===== config.mk =====
export PLATFORM = sky130hd
export DESIGN_NAME = unique_key_deque_top
export DESIGN_NICKNAME = d
export VERILOG_FILES = /design/src/rtl/core/ukd_pkg.sv /design/src/rtl/core/ukd_ram.sv /design/src/rtl/core/unique_key_deque_top.sv
export SDC_FILE = /design/constraint.sdc
export NUM_CORES = 1
export LEC_CHECK = 0
export BUFFER_PORTS_ARGS = -buffer_cell sky130_fd_sc_hd__buf_4
export CORE_UTILIZATION = 55
export DETAILED_ROUTE_END_ITERATION = 10
export PLACE_DENSITY = 0.78
export SETUP_SLACK_MARGIN = 0.05
export SLEW_MARGIN = 10
export SYNTH_ARGS = -nofsm -noshare
export SYNTH_HDL_FRONTEND = slang
export SYNTH_SLANG_ARGS = --single-unit

===== constraint.sdc =====
create_clock -name i_clk -period 5.4 [get_ports i_clk]
set_input_delay 1.35 -clock i_clk [delete_from_list [all_inputs] [get_ports i_clk]]
set_output_delay 1.35 -clock i_clk [all_outputs]
set_load 0.01 [all_outputs]

===== src/rtl/core/ukd_pkg.sv =====
// Shared types, widths and codes for the unique-key deque.
// No dependencies; imported by the top level and the checker.
package ukd_pkg;

    // Store geometry
    localparam int DEPTH = 16;
    localparam int IDX_W = $clog2(DEPTH);
    localparam int CNT_W = $clog2(DEPTH + 1);

    // Field widths
    localparam int OP_W       = 3;
    localparam int KEY_W      = 31;
    localparam int HANDLE_W   = 16;
    localparam int STATUS_W   = 3;
    localparam int COUNT_O_W  = 5;
    localparam int ENTRY_W    = KEY_W + HANDLE_W;

    localparam logic [IDX_W:0] DEPTH_X = (IDX_W + 1)'(DEPTH);
    localparam logic [CNT_W-1:0] DEPTH_C = CNT_W'(DEPTH);

    typedef enum logic [OP_W-1:0] {
        OP_PUSH_FRONT = 3'd0,
        OP_PUSH_BACK  = 3'd1,
        OP_POP_FRONT  = 3'd2,
        OP_POP_BACK   = 3'd3,
        OP_SEARCH     = 3'd4
    } t_op;

    typedef enum logic [STATUS_W-1:0] {
        STS_OK       = 3'd0,
        STS_DUP      = 3'd1,
        STS_EMPTY    = 3'd2,
        STS_NOTFOUND = 3'd3,
        STS_FULL     = 3'd4
    } t_status;

    typedef enum logic [2:0] {
        S_IDLE,
        S_SCAN,
        S_POP_RD,
        S_POP_CAP,
        S_FIN
    } t_state;

    // Ring slot of (base + off) mod DEPTH; both operands are below DEPTH
    function automatic logic [IDX_W-1:0] slot_add(input logic [IDX_W-1:0] base,
                                                  input logic [IDX_W-1:0] off);
        logic [IDX_W:0] sum;
        sum = {1'b0, base} + {1'b0, off};
        if (sum >= DEPTH_X) begin
            sum = sum - DEPTH_X;
        end
        return sum[IDX_W-1:0];
    endfunction

endpackage


===== src/rtl/core/ukd_ram.sv =====
// Generic simple dual-port RAM: one write port, one read port, registered read.
// No dependencies.
module ukd_ram #(
    parameter int WIDTH = 8,
    parameter int DEPTH = 16
) (
    input  logic                     i_clk,
    input  logic                     i_we,
    input  logic [$clog2(DEPTH)-1:0] i_waddr,
    input  logic [WIDTH-1:0]         i_wdata,
    input  logic [$clog2(DEPTH)-1:0] i_raddr,
    output logic [WIDTH-1:0]         o_rdata
);

    logic [WIDTH-1:0] r_mem [DEPTH];
    logic [WIDTH-1:0] r_rdata;

    // write port
    always_ff @(posedge i_clk) begin
        if (i_we) begin
            r_mem[i_waddr] <= i_wdata;
        end
    end

    // registered read port
    always_ff @(posedge i_clk) begin
        r_rdata <= r_mem[i_raddr];
    end

    assign o_rdata = r_rdata;

endmodule


===== src/rtl/core/unique_key_deque_top.sv =====
// Unique-key deque: bounded ring of (key, handle) entries with key lookup.
// Depends on ukd_pkg and ukd_ram.
//
// Usage:
//   Input channel (i_in_valid / o_in_ready) carries one request: an op code,
//   a key and a handle. Output channel (o_out_valid / i_out_ready) returns
//   exactly one result per request: status, handle and entry count after it.
//   Push front/back refuses a key already held (duplicate) or a full store;
//   pop front/back returns the removed handle or reports empty; search gives
//   the handle of the first matching entry from the front, or not found.
// Timing:
//   A push or search scans the held entries through the read port of the
//   entry RAM, one slot per cycle, and stops at a match or after the last
//   held entry. A pop reads the removed entry (no read when empty); an unused
//   op code goes straight to the result. o_in_ready is high only while idle,
//   which the block reenters as the result is loaded.
// Reset: synchronous, active low; the store comes up empty and ready at once.
//   RAM contents are not cleared: only data from slots holding entries is ever used.
// Stall: a result waits in the output register while the next request is
//   taken and processed; its final step holds until the register is free.
module unique_key_deque_top (
    input  logic                          i_clk,
    input  logic                          i_rst_n,
    input  logic                          i_in_valid,
    output logic                          o_in_ready,
    input  logic [ukd_pkg::OP_W-1:0]      i_op,
    input  logic [ukd_pkg::KEY_W-1:0]     i_entry_key,
    input  logic [ukd_pkg::HANDLE_W-1:0]  i_entry_handle,
    output logic                          o_out_valid,
    input  logic                          i_out_ready,
    output logic [ukd_pkg::STATUS_W-1:0]  o_status,
    output logic [ukd_pkg::HANDLE_W-1:0]  o_result_handle,
    output logic [ukd_pkg::COUNT_O_W-1:0] o_entry_count
);

    import ukd_pkg::*;

    // control state
    t_state           r_state, n_state;
    logic [IDX_W-1:0] r_front;
    logic [CNT_W-1:0] r_count;
    logic [CNT_W-1:0] r_idx;
    logic             r_pend;
    logic             r_found;
    logic             r_out_valid;

    // request and result payload
    t_op                   r_op;
    logic [KEY_W-1:0]      r_key;
    logic [HANDLE_W-1:0]   r_hnd_in;
    logic [HANDLE_W-1:0]   r_res_hnd;
    t_status               r_out_status;
    logic [HANDLE_W-1:0]   r_out_hnd;
    logic [COUNT_O_W-1:0]  r_out_count;

    // RAM port signals
    logic                  w_we;
    logic [IDX_W-1:0]      w_waddr;
    logic [IDX_W-1:0]      w_raddr;
    logic [ENTRY_W-1:0]    w_rdata;
    logic [KEY_W-1:0]      w_rd_key;
    logic [HANDLE_W-1:0]   w_rd_hnd;

    // sequencer decode
    logic                  w_accept;
    logic                  w_hit;
    logic                  w_scan_done;
    logic                  w_issue;
    logic                  w_out_free;
    logic                  w_fin;
    t_status               w_fin_status;
    logic [HANDLE_W-1:0]   w_fin_hnd;
    logic [CNT_W-1:0]      n_count;
    logic [IDX_W-1:0]      n_front;
    logic                  w_push_ok;
    logic [CNT_W-1:0]      w_cnt_m1;
    logic [31:0]           w_cnt_ext;
    logic [IDX_W-1:0]      w_front_m1;

    assign w_rd_key   = w_rdata[ENTRY_W-1:HANDLE_W];
    assign w_rd_hnd   = w_rdata[HANDLE_W-1:0];
    assign w_accept   = i_in_valid && o_in_ready;
    assign w_out_free = !r_out_valid || i_out_ready;
    assign w_cnt_m1   = r_count - CNT_W'(1);
    assign w_front_m1 = (r_front == '0) ? IDX_W'(DEPTH - 1) : (r_front - IDX_W'(1));

    // scan: compare the entry read last cycle, issue the next slot
    assign w_hit       = r_pend && (w_rd_key == r_key);
    assign w_scan_done = w_hit || (r_idx == r_count);
    assign w_issue     = (r_state == S_SCAN) && !w_scan_done;
    assign w_fin       = (r_state == S_FIN) && w_out_free;

    // next state
    always_comb begin
        n_state = r_state;
        unique case (r_state)
            S_IDLE: begin
                if (w_accept) begin
                    unique case (t_op'(i_op))
                        OP_PUSH_FRONT, OP_PUSH_BACK, OP_SEARCH: n_state = S_SCAN;
                        OP_POP_FRONT, OP_POP_BACK:
                            n_state = (r_count == '0) ? S_FIN : S_POP_RD;
                        default: n_state = S_FIN;
                    endcase
                end
            end
            S_SCAN:    if (w_scan_done) n_state = S_FIN;
            S_POP_RD:  n_state = S_POP_CAP;
            S_POP_CAP: n_state = S_FIN;
            S_FIN:     if (w_out_free) n_state = S_IDLE;
            default:   n_state = S_IDLE;
        endcase
    end

    // outputs of the sequencer: ready, RAM read and write addresses, final result and next ring state
    always_comb begin
        o_in_ready   = (r_state == S_IDLE);
        w_raddr      = slot_add(r_front, r_idx[IDX_W-1:0]);
        if (r_state == S_POP_RD) begin
            w_raddr = (r_op == OP_POP_FRONT) ? r_front
                                             : slot_add(r_front, w_cnt_m1[IDX_W-1:0]);
        end
        w_fin_status = STS_OK;
        w_fin_hnd    = '0;
        n_count      = r_count;
        n_front      = r_front;
        w_push_ok    = 1'b0;
        w_waddr      = slot_add(r_front, r_count[IDX_W-1:0]);
        unique case (r_op)
            OP_PUSH_FRONT, OP_PUSH_BACK: begin
                if (r_found) begin
                    w_fin_status = STS_DUP;
                end else if (r_count == DEPTH_C) begin
                    w_fin_status = STS_FULL;
                end else begin
                    w_push_ok = 1'b1;
                    n_count   = r_count + CNT_W'(1);
                    if (r_op == OP_PUSH_FRONT) begin
                        n_front = w_front_m1;
                        w_waddr = w_front_m1;
                    end
                end
            end
            OP_POP_FRONT, OP_POP_BACK: begin
                if (r_count == '0) begin
                    w_fin_status = STS_EMPTY;
                end else begin
                    w_fin_hnd = r_res_hnd;
                    n_count   = w_cnt_m1;
                    if (r_op == OP_POP_FRONT) begin
                        n_front = slot_add(r_front, IDX_W'(1));
                    end
                end
            end
            OP_SEARCH: begin
                if (r_found) begin
                    w_fin_hnd = r_res_hnd;
                end else begin
                    w_fin_status = STS_NOTFOUND;
                end
            end
            default: ;
        endcase
        w_we      = w_fin && w_push_ok;
        w_cnt_ext = 32'(n_count);
    end

    // control registers
    always_ff @(posedge i_clk) begin
        if (!i_rst_n) begin
            r_state     <= S_IDLE;
            r_front     <= '0;
            r_count     <= '0;
            r_idx       <= '0;
            r_pend      <= 1'b0;
            r_found     <= 1'b0;
            r_out_valid <= 1'b0;
        end else begin
            r_state <= n_state;
            if (w_accept) begin
                r_idx   <= '0;
                r_pend  <= 1'b0;
                r_found <= 1'b0;
            end else if (r_state == S_SCAN) begin
                r_pend <= w_issue;
                if (w_issue) r_idx <= r_idx + CNT_W'(1);
                if (w_hit) r_found <= 1'b1;
            end
            if (w_fin) begin
                r_front     <= n_front;
                r_count     <= n_count;
                r_out_valid <= 1'b1;
            end else if (i_out_ready) begin
                r_out_valid <= 1'b0;
            end
        end
    end

    // payload registers
    always_ff @(posedge i_clk) begin
        if (w_accept) begin
            r_op      <= t_op'(i_op);
            r_key     <= i_entry_key;
            r_hnd_in  <= i_entry_handle;
            r_res_hnd <= '0;
        end else if ((r_state == S_SCAN && w_hit) || r_state == S_POP_CAP) begin
            r_res_hnd <= w_rd_hnd;
        end
        if (w_fin) begin
            r_out_status <= w_fin_status;
            r_out_hnd    <= w_fin_hnd;
            r_out_count  <= w_cnt_ext[COUNT_O_W-1:0];
        end
    end

    // entry store: {key, handle} per ring slot
    ukd_ram #(
        .WIDTH (ENTRY_W),
        .DEPTH (DEPTH)
    ) u_store (
        .i_clk   (i_clk),
        .i_we    (w_we),
        .i_waddr (w_waddr),
        .i_wdata ({r_key, r_hnd_in}),
        .i_raddr (w_raddr),
        .o_rdata (w_rdata)
    );

    assign o_out_valid     = r_out_valid;
    assign o_status        = r_out_status;
    assign o_result_handle = r_out_hnd;
    assign o_entry_count   = r_out_count;

endmodule


==> flow_summary_export.csv, run 1 <==
group,metric,value,unit
critical_path,crit_path_start_kind,"flop",
critical_path,cpMaxStageDelayCell,"nor2_4",
clock_tree,post_cts_buffers,0,
clock_tree,cts_buffers,91,
power_and_ir_drop,p_seq_frac,0.511,
critical_path,worstSetupEndpointType,"flop",
synthesis,async_flop_share,0,
synthesis,synthCells,2807,
route,drt_pass1_iterations,7,
sta,skew,0.0282,ns
sta,slew_headroom,0.258,
route,drt-initial-drc-count,4041,
power_and_ir_drop,peakVddDrop,0.277,mV
sta,tns,0,ns
clock_tree,cts_resized,0,
clock_tree,cts_htree_levels,3,
power_and_ir_drop,power.switching,3.93,mW
die,initial_core_util,0.558,
sta,fin_crit_sh,0.729,
route,avgRoutedWirePerCell,25.9,um
critical_path,crit_buf_inv,2,
critical_path,worstPathRequired,5.73,ns
power_and_ir_drop,powerDensity,382,nW/um2
route,wl,96400,um
critical_path,critical_path.cell_chain,"inv_1, ha_1, nand4bb_1, nand2_1, nor2_1, mux2_2, nand2b_1, nor2_4, buf_12",
sta,worstMarginPinSlew,1.11,ns
clock_tree,clk_latency,0.68,ns
critical_path,crit_type,"flop to flop",
global_route,antenna_found_initial,1,
route,drc_errors,0,
sta,finalSetupViolCount,0,
power_and_ir_drop,clkPwrFrac,0.399,
clock_tree,cts_sinks,909,
sta,fmax,254,MHz
place,portBuffers,79,
job,maxCapViolCount,0,
clock_tree,cts_root_buffer,"clkbuf_16",
clock_tree,hold_buffers,0,
global_route,grt_pass1_vias,24466,
place,hpwlAfterDp,50500,um
synthesis,synth.largest_area_cell,"edfxtp_1",
die,fp.dieW,263,um
outcome,status,"complete, no violations",
place,gp_congestion,0.857,
synthesis,synthesis.area,37600,um2
die,io_pins,80,
synthesis,synth_common_cells,"826 x edfxtp_1, 395 x nand3_1, 393 x o21ai_0",
cells_and_area,syn_to_final_growth,11.8,%
clock_tree,clock_tree.buffer_depth,3,
cells_and_area,final_util,0.624,
power_and_ir_drop,p_leak,14.1,nW
cells_and_area,finalNetCount,2836,
synthesis,syn_area_per_cell,13.4,um2
die,die_area,69400,um2
die,core,67400,um2
critical_path,crit_arrival,4.27,ns
route,vias,25575,
cells_and_area,drive_gt1_frac,0.114,
synthesis,synth_edf_count,826,
sta,rsz0062_at_grt,"no",
global_route,grt_pass1_wl,147000,um
min_path,hold_path.class,"flop to flop",
clock_tree,path_clk_slew,0.06,ns
synthesis,yosysUniqueCellTypes,68,
die,rows,95,
route,postRouteAntennaNets,0,
synthesis,yosys_register_bits,909,
sta,hold_violations,0,
power_and_ir_drop,p_int,12.1,mW
critical_path,slowest_delay,0.77,ns
die,die_h,263,um
synthesis,ys.flop_type,"edfxtp_1",
synthesis,ys_top_cells_by_area,"edfxtp_1 66%, nand3_1 5.3%, o21ai_0 5.2%, dfxtp_1 4.4%, a32oi_1 4.4%",
synthesis,yosysMostFrequentCell,"edfxtp_1",
clock_tree,cts_tree,"yes",
synthesis,yosysWarnings,0,
global_route,grt_usage,0.273,
critical_path,crit_family,"simple AND/OR/NAND/NOR gates",
cells_and_area,antenna_cells,0,
global_route,overflow,0,
synthesis,synth_top_area_share,0.660,
global_route,grt_max_degree,187,
critical_path,cp_max_fo,29,
power_and_ir_drop,netSwitchingFraction,0.244,
sta,maxSlewViolCount,0,
synthesis,ys_seq_area_frac,0.704,
synthesis,synth_nets,2878,
sta,finalCriticalPeriod,3.94,ns
route,via_per_inst,6.88,
power_and_ir_drop,power_frac_comb,0.090,
-- stage by stage --
step                      hold slack (ns)  setup slack (ns)  area (um2)  power [mW]  std cells
after floorplan                     0.429             0.892       37600        9.20       2807
after global placement              0.435              1.43       39000        9.72       3545
after detailed placement            0.437              1.39       39000        9.77       3545
after CTS                           0.448              1.53       42000        16.1       3717
after global routing                0.454              1.29       42000        16.5       3717
final                               0.446              1.46       42000        16.1       3717
-- registers in the layout, summed over array words and instances, names as in the netlist --
name,flops
o_status,3
r_key,31
o_out_valid,1
r_op,3
r_found,1
o_entry_count,5
r_state,3
r_pend,1
r_count,5
r_idx,5
u_store.r_mem,752
u_store.o_rdata,47
r_front,4
o_result_handle,16
r_res_hnd,16
r_hnd_in,16
-- worst register-to-register path, stage by stage, from the launching register on --
cell and delay [ns]:
dfxtp_1 0.46, inv_1 0.17, ha_1 0.31, nand4bb_1 0.19
nand2_1 0.19, nor2_1 0.39, mux2_2 0.43, nand2b_1 0.35
nor2_4 0.77, buf_12 0.34
-- logic make-up (layout without fill, tap and decap cells) --
logic type	after synthesis	count (layout)	share of synthesized area
adders and majority gates	17	17	0.00626
buffers and inverters	292	329	0.0339
muxes	60	60	0.0162
and+or+nand+nor	542	542	0.0748
xor gates and xnor gates	50	50	0.0116
DFF	909	909	0.704
AOI/OAI and AO/OA	937	937	0.153
-- path summary, 6_finish.rpt --
check                           slack [ns]               start               endpoint  cells after the start
worst min register to register        0.45  u_store.o_rdata[2]           r_res_hnd[2]                      2
worst min-delay path                  0.45  u_store.o_rdata[2]           r_res_hnd[2]                      2
worst max-delay path                  1.46          r_count[0]  u_store.r_mem[11][18]                      9
worst max register to register        1.46          r_count[0]  u_store.r_mem[11][18]                      9
-- power groups by stage --
stage	registers [mW]	clock network (mW)	logic (mW)
3_3_place_gp	8.34	0	1.38
5_1_grt	8.23	6.70	1.56
3_5_place_dp	8.35	0	1.42
2_1_floorplan	8.25	0	0.948
6_report	8.21	6.41	1.45
4_1_cts	8.21	6.45	1.43
-- final cells by class --
type,count,area [um2]
clock buffer,125,2560
tap,873,1090
sequential,909,26500
multi-input combinational,1606,10000
timing repair buffer,140,1310
clock inverter,47,495
inverter,17,63.8
fill,4700,25400
-- per-layer routing --
layer,track usage,routed length [um],up-vias
li1,-,-,10992
met1,0.378,36900,12495
met2,0.431,46000,1862
met3,0.0519,10200,224
met4,0.106,3280,2
met5,0,13,-
-- cells in the final DEF (no fill, tap or decap), types with 14 or more instances in the layout --
master,Yosys,routed
edfxtp_1,826,826
nand3_1,395,395
o21ai_0,393,393
a21oi_1,224,224
a32oi_1,187,187
buf_4,14,119
clkbuf_16,0,94
a22oi_1,92,92
dfxtp_1,83,83
mux2i_1,54,54
xnor2_1,44,44
nor2b_1,23,23
clkbuf_1,174,22
nor2_1,38,21
buf_12,0,21
nand2_1,21,20
nor2_4,0,18
inv_1,17,17
clkinv_2,0,17
ha_1,14,14
(Power assumes the default switching activity.)
==> inputs of run 2 (changes only) <==
==> constraint.sdc (replaced) <==
create_clock -name i_clk -period 4.1 [get_ports i_clk]
set_input_delay 1.025 -clock i_clk [delete_from_list [all_inputs] [get_ports i_clk]]
set_output_delay 1.025 -clock i_clk [all_outputs]
set_load 0.01 [all_outputs]
==> run 2 against run 1 <==
  * Die area did not move
  * Final cell count unchanged
  * Global-route usage decreased by 0.46 points
  * Fmax is 13% higher
  * Cell area is essentially flat
  * Utilization up 0.054 points
  * Routed wire length is 1.4% lower
  * Clock-buffer cell count rose by 9
  * Register-to-register slack lost 0.83 ns
==> flow_summary_export.csv, run 2 (synthesized netlist as in run 1, its figures left out) <==
group,metric,value,unit
cells_and_area,top_register,"u_store.r_mem",
route,top_layer,"met4",
die,rows,95,
sta,tns,0,ns
route,postRouteAntennaNets,0,
sta,finalCriticalPeriod,3.47,ns
critical_path,crit_buf_inv,3,
route,wl,95100,um
global_route,grt_pass1_wl,145000,um
clock_tree,clk_latency,0.65,ns
clock_tree,cts_root_buffer,"clkbuf_16",
place,gp_congestion,0.866,
place,portBuffers,79,
clock_tree,cts_tree,"yes",
global_route,grt_max_degree,128,
outcome,status,"complete, no violations",
power_and_ir_drop,p_leak,14.1,nW
route,wl_met3,9660,um
clock_tree,cts_htree_levels,3,
route,drt_pass1_iterations,5,
critical_path,critical_path.cell_chain,"inv_1, ha_1, fa_1, inv_1, o221ai_4, buf_12, nand2_1, mux2i_1, a211o_1, a32oi_1",
power_and_ir_drop,powerDensity,493,nW/um2
cells_and_area,antenna_cells,0,
route,drc_errors,0,
cells_and_area,syn_to_final_growth,11.9,%
critical_path,worstSetupEndpointType,"flop",
critical_path,crit_arrival,4.03,ns
die,core,67400,um2
clock_tree,hold_buffers,0,
sta,whs,0.450,ns
global_route,grt_usage,0.269,
power_and_ir_drop,power,20.7,mW
sta,rsz0062_at_grt,"no",
sta,maxSlewViolCount,0,
sta,hold_violations,0,
clock_tree,cts_resized,0,
route,avgRoutedWirePerCell,25.6,um
clock_tree,cts_sinks,909,
sta,worstMarginPinSlew,1.21,ns
place,hpwlAfterDp,46200,um
route,via_per_inst,6.88,
clock_tree,post_cts_buffers,0,
die,die_h,263,um
global_route,antenna_found_initial,1,
cells_and_area,largest_reg_flops,752,
cells_and_area,final_common_cell,"edfxtp_1",
cells_and_area,finalNetCount,2840,
cells_and_area,fill_cells,4737,
die,die_area,69400,um2
critical_path,cp_max_fo,125,
clock_tree,path_clk_slew,0.07,ns
die,fp.dieW,263,um
critical_path,cpMaxStageDelayCell,"buf_12",
global_route,overflow,0,
route,vias,25569,
route,wl_met2,46100,um
critical_path,worstPathRequired,4.66,ns
cells_and_area,drive_gt1_frac,0.113,
die,io_pins,80,
critical_path,cpMostUsedCell,"inv_1",
cells_and_area,mostFrequentLayoutCells,"826 x edfxtp_1, 395 x nand3_1, 393 x o21ai_0",
sta,finalSetupViolCount,0,
route,wl_met1,36300,um
clock_tree,clock_tree.buffer_depth,3,
sta,skew,0.0232,ns
sta,fin_crit_sh,0.846,
min_path,hold_path.class,"flop to flop",
job,maxCapViolCount,0,
power_and_ir_drop,peakVddDrop,0.436,mV
critical_path,crit_family,"adder cells",
critical_path,slowest_delay,0.54,ns
die,initial_core_util,0.558,
clock_tree,cts_buffers,88,
route,drt-initial-drc-count,4075,
sta,fmax,288,MHz
critical_path,crit_type,"flop to flop",
sta,slew_headroom,0.184,
critical_path,crit_path_start_kind,"flop",
global_route,grt_pass1_vias,24668,
==> run 2: cell count changes in the layout (fill, tap and decap cells not counted), moves of 3 or more <==
cell	delta
clkbuf_1	+8
inv_6	-3
clkinv_2	-5
clkinv_1	-3
clkinvlp_4	-3
buf_4	-3
clkbuf_8	+6
buf_12	+10
inv_16	-3
clkbuf_16	-5
==> run 2: final cells by class <==
class | count | area, um2 | share of cell area
clock buffer | 134 | 2550 | 0.0605
clock inverter | 31 | 367 | 0.00872
inverter | 17 | 63.8 | 0.00152
multi-input combinational | 1606 | 10000 | 0.239
sequential | 909 | 26500 | 0.629
tap | 873 | 1090 | 0.0260
timing repair buffer | 147 | 1490 | 0.0355
==> run 2: worst paths after layout <==
path                            slack [ns]  depth (start not counted)                   to          startpoint
worst max-delay path                  0.63                         10  u_store.o_rdata[45]          r_count[0]
worst min-delay path                  0.45                          2         r_res_hnd[2]  u_store.o_rdata[2]
worst max register to register        0.63                         10  u_store.o_rdata[45]          r_count[0]
worst min register to register        0.45                          2         r_res_hnd[2]  u_store.o_rdata[2]
==> run 2: worst reg2reg max path, delay by kind of cell, from the launching register on <==
| family | cells | cell delay [ns] |
|---|---|---|
| AO/OA/AOI/OAI | 3 | 0.76 |
| adder cells (fa/ha/maj) | 2 | 0.89 |
| buffers and inverters | 3 | 0.76 |
| flip-flops | 1 | 0.45 |
| multiplexers | 1 | 0.19 |
| AND/OR/NAND/NOR | 1 | 0.35 |
==> run 2: where the power goes <==
part           switching [mW]  leakage [nW]  total, mW  internal, mW
clock network            3.39          1.42       8.08          4.68
logic                    1.19          4.51       1.86         0.671
registers               0.332          8.15       10.8          10.5
==> run 2: routing by layer <==
layer | GRT usage | vias to the layer above
li1 | - | 10993
met1 | 0.368 | 12583
met2 | 0.435 | 1765
met3 | 0.0434 | 228
met4 | 0.0982 | 0
met5 | 0 | -
==> run 2: per-stage QoR <==
stage               instances   util  setup WS, ns  instance area [um2]
finish                   3717  0.624         0.631                42100
detailed placement       3552  0.581         0.706                39200
global placement         3552  0.581         0.749                39200
global route             3717  0.624         0.469                42100
CTS                      3717  0.624         0.676                42100
floorplan                2807      -        -0.260                37600
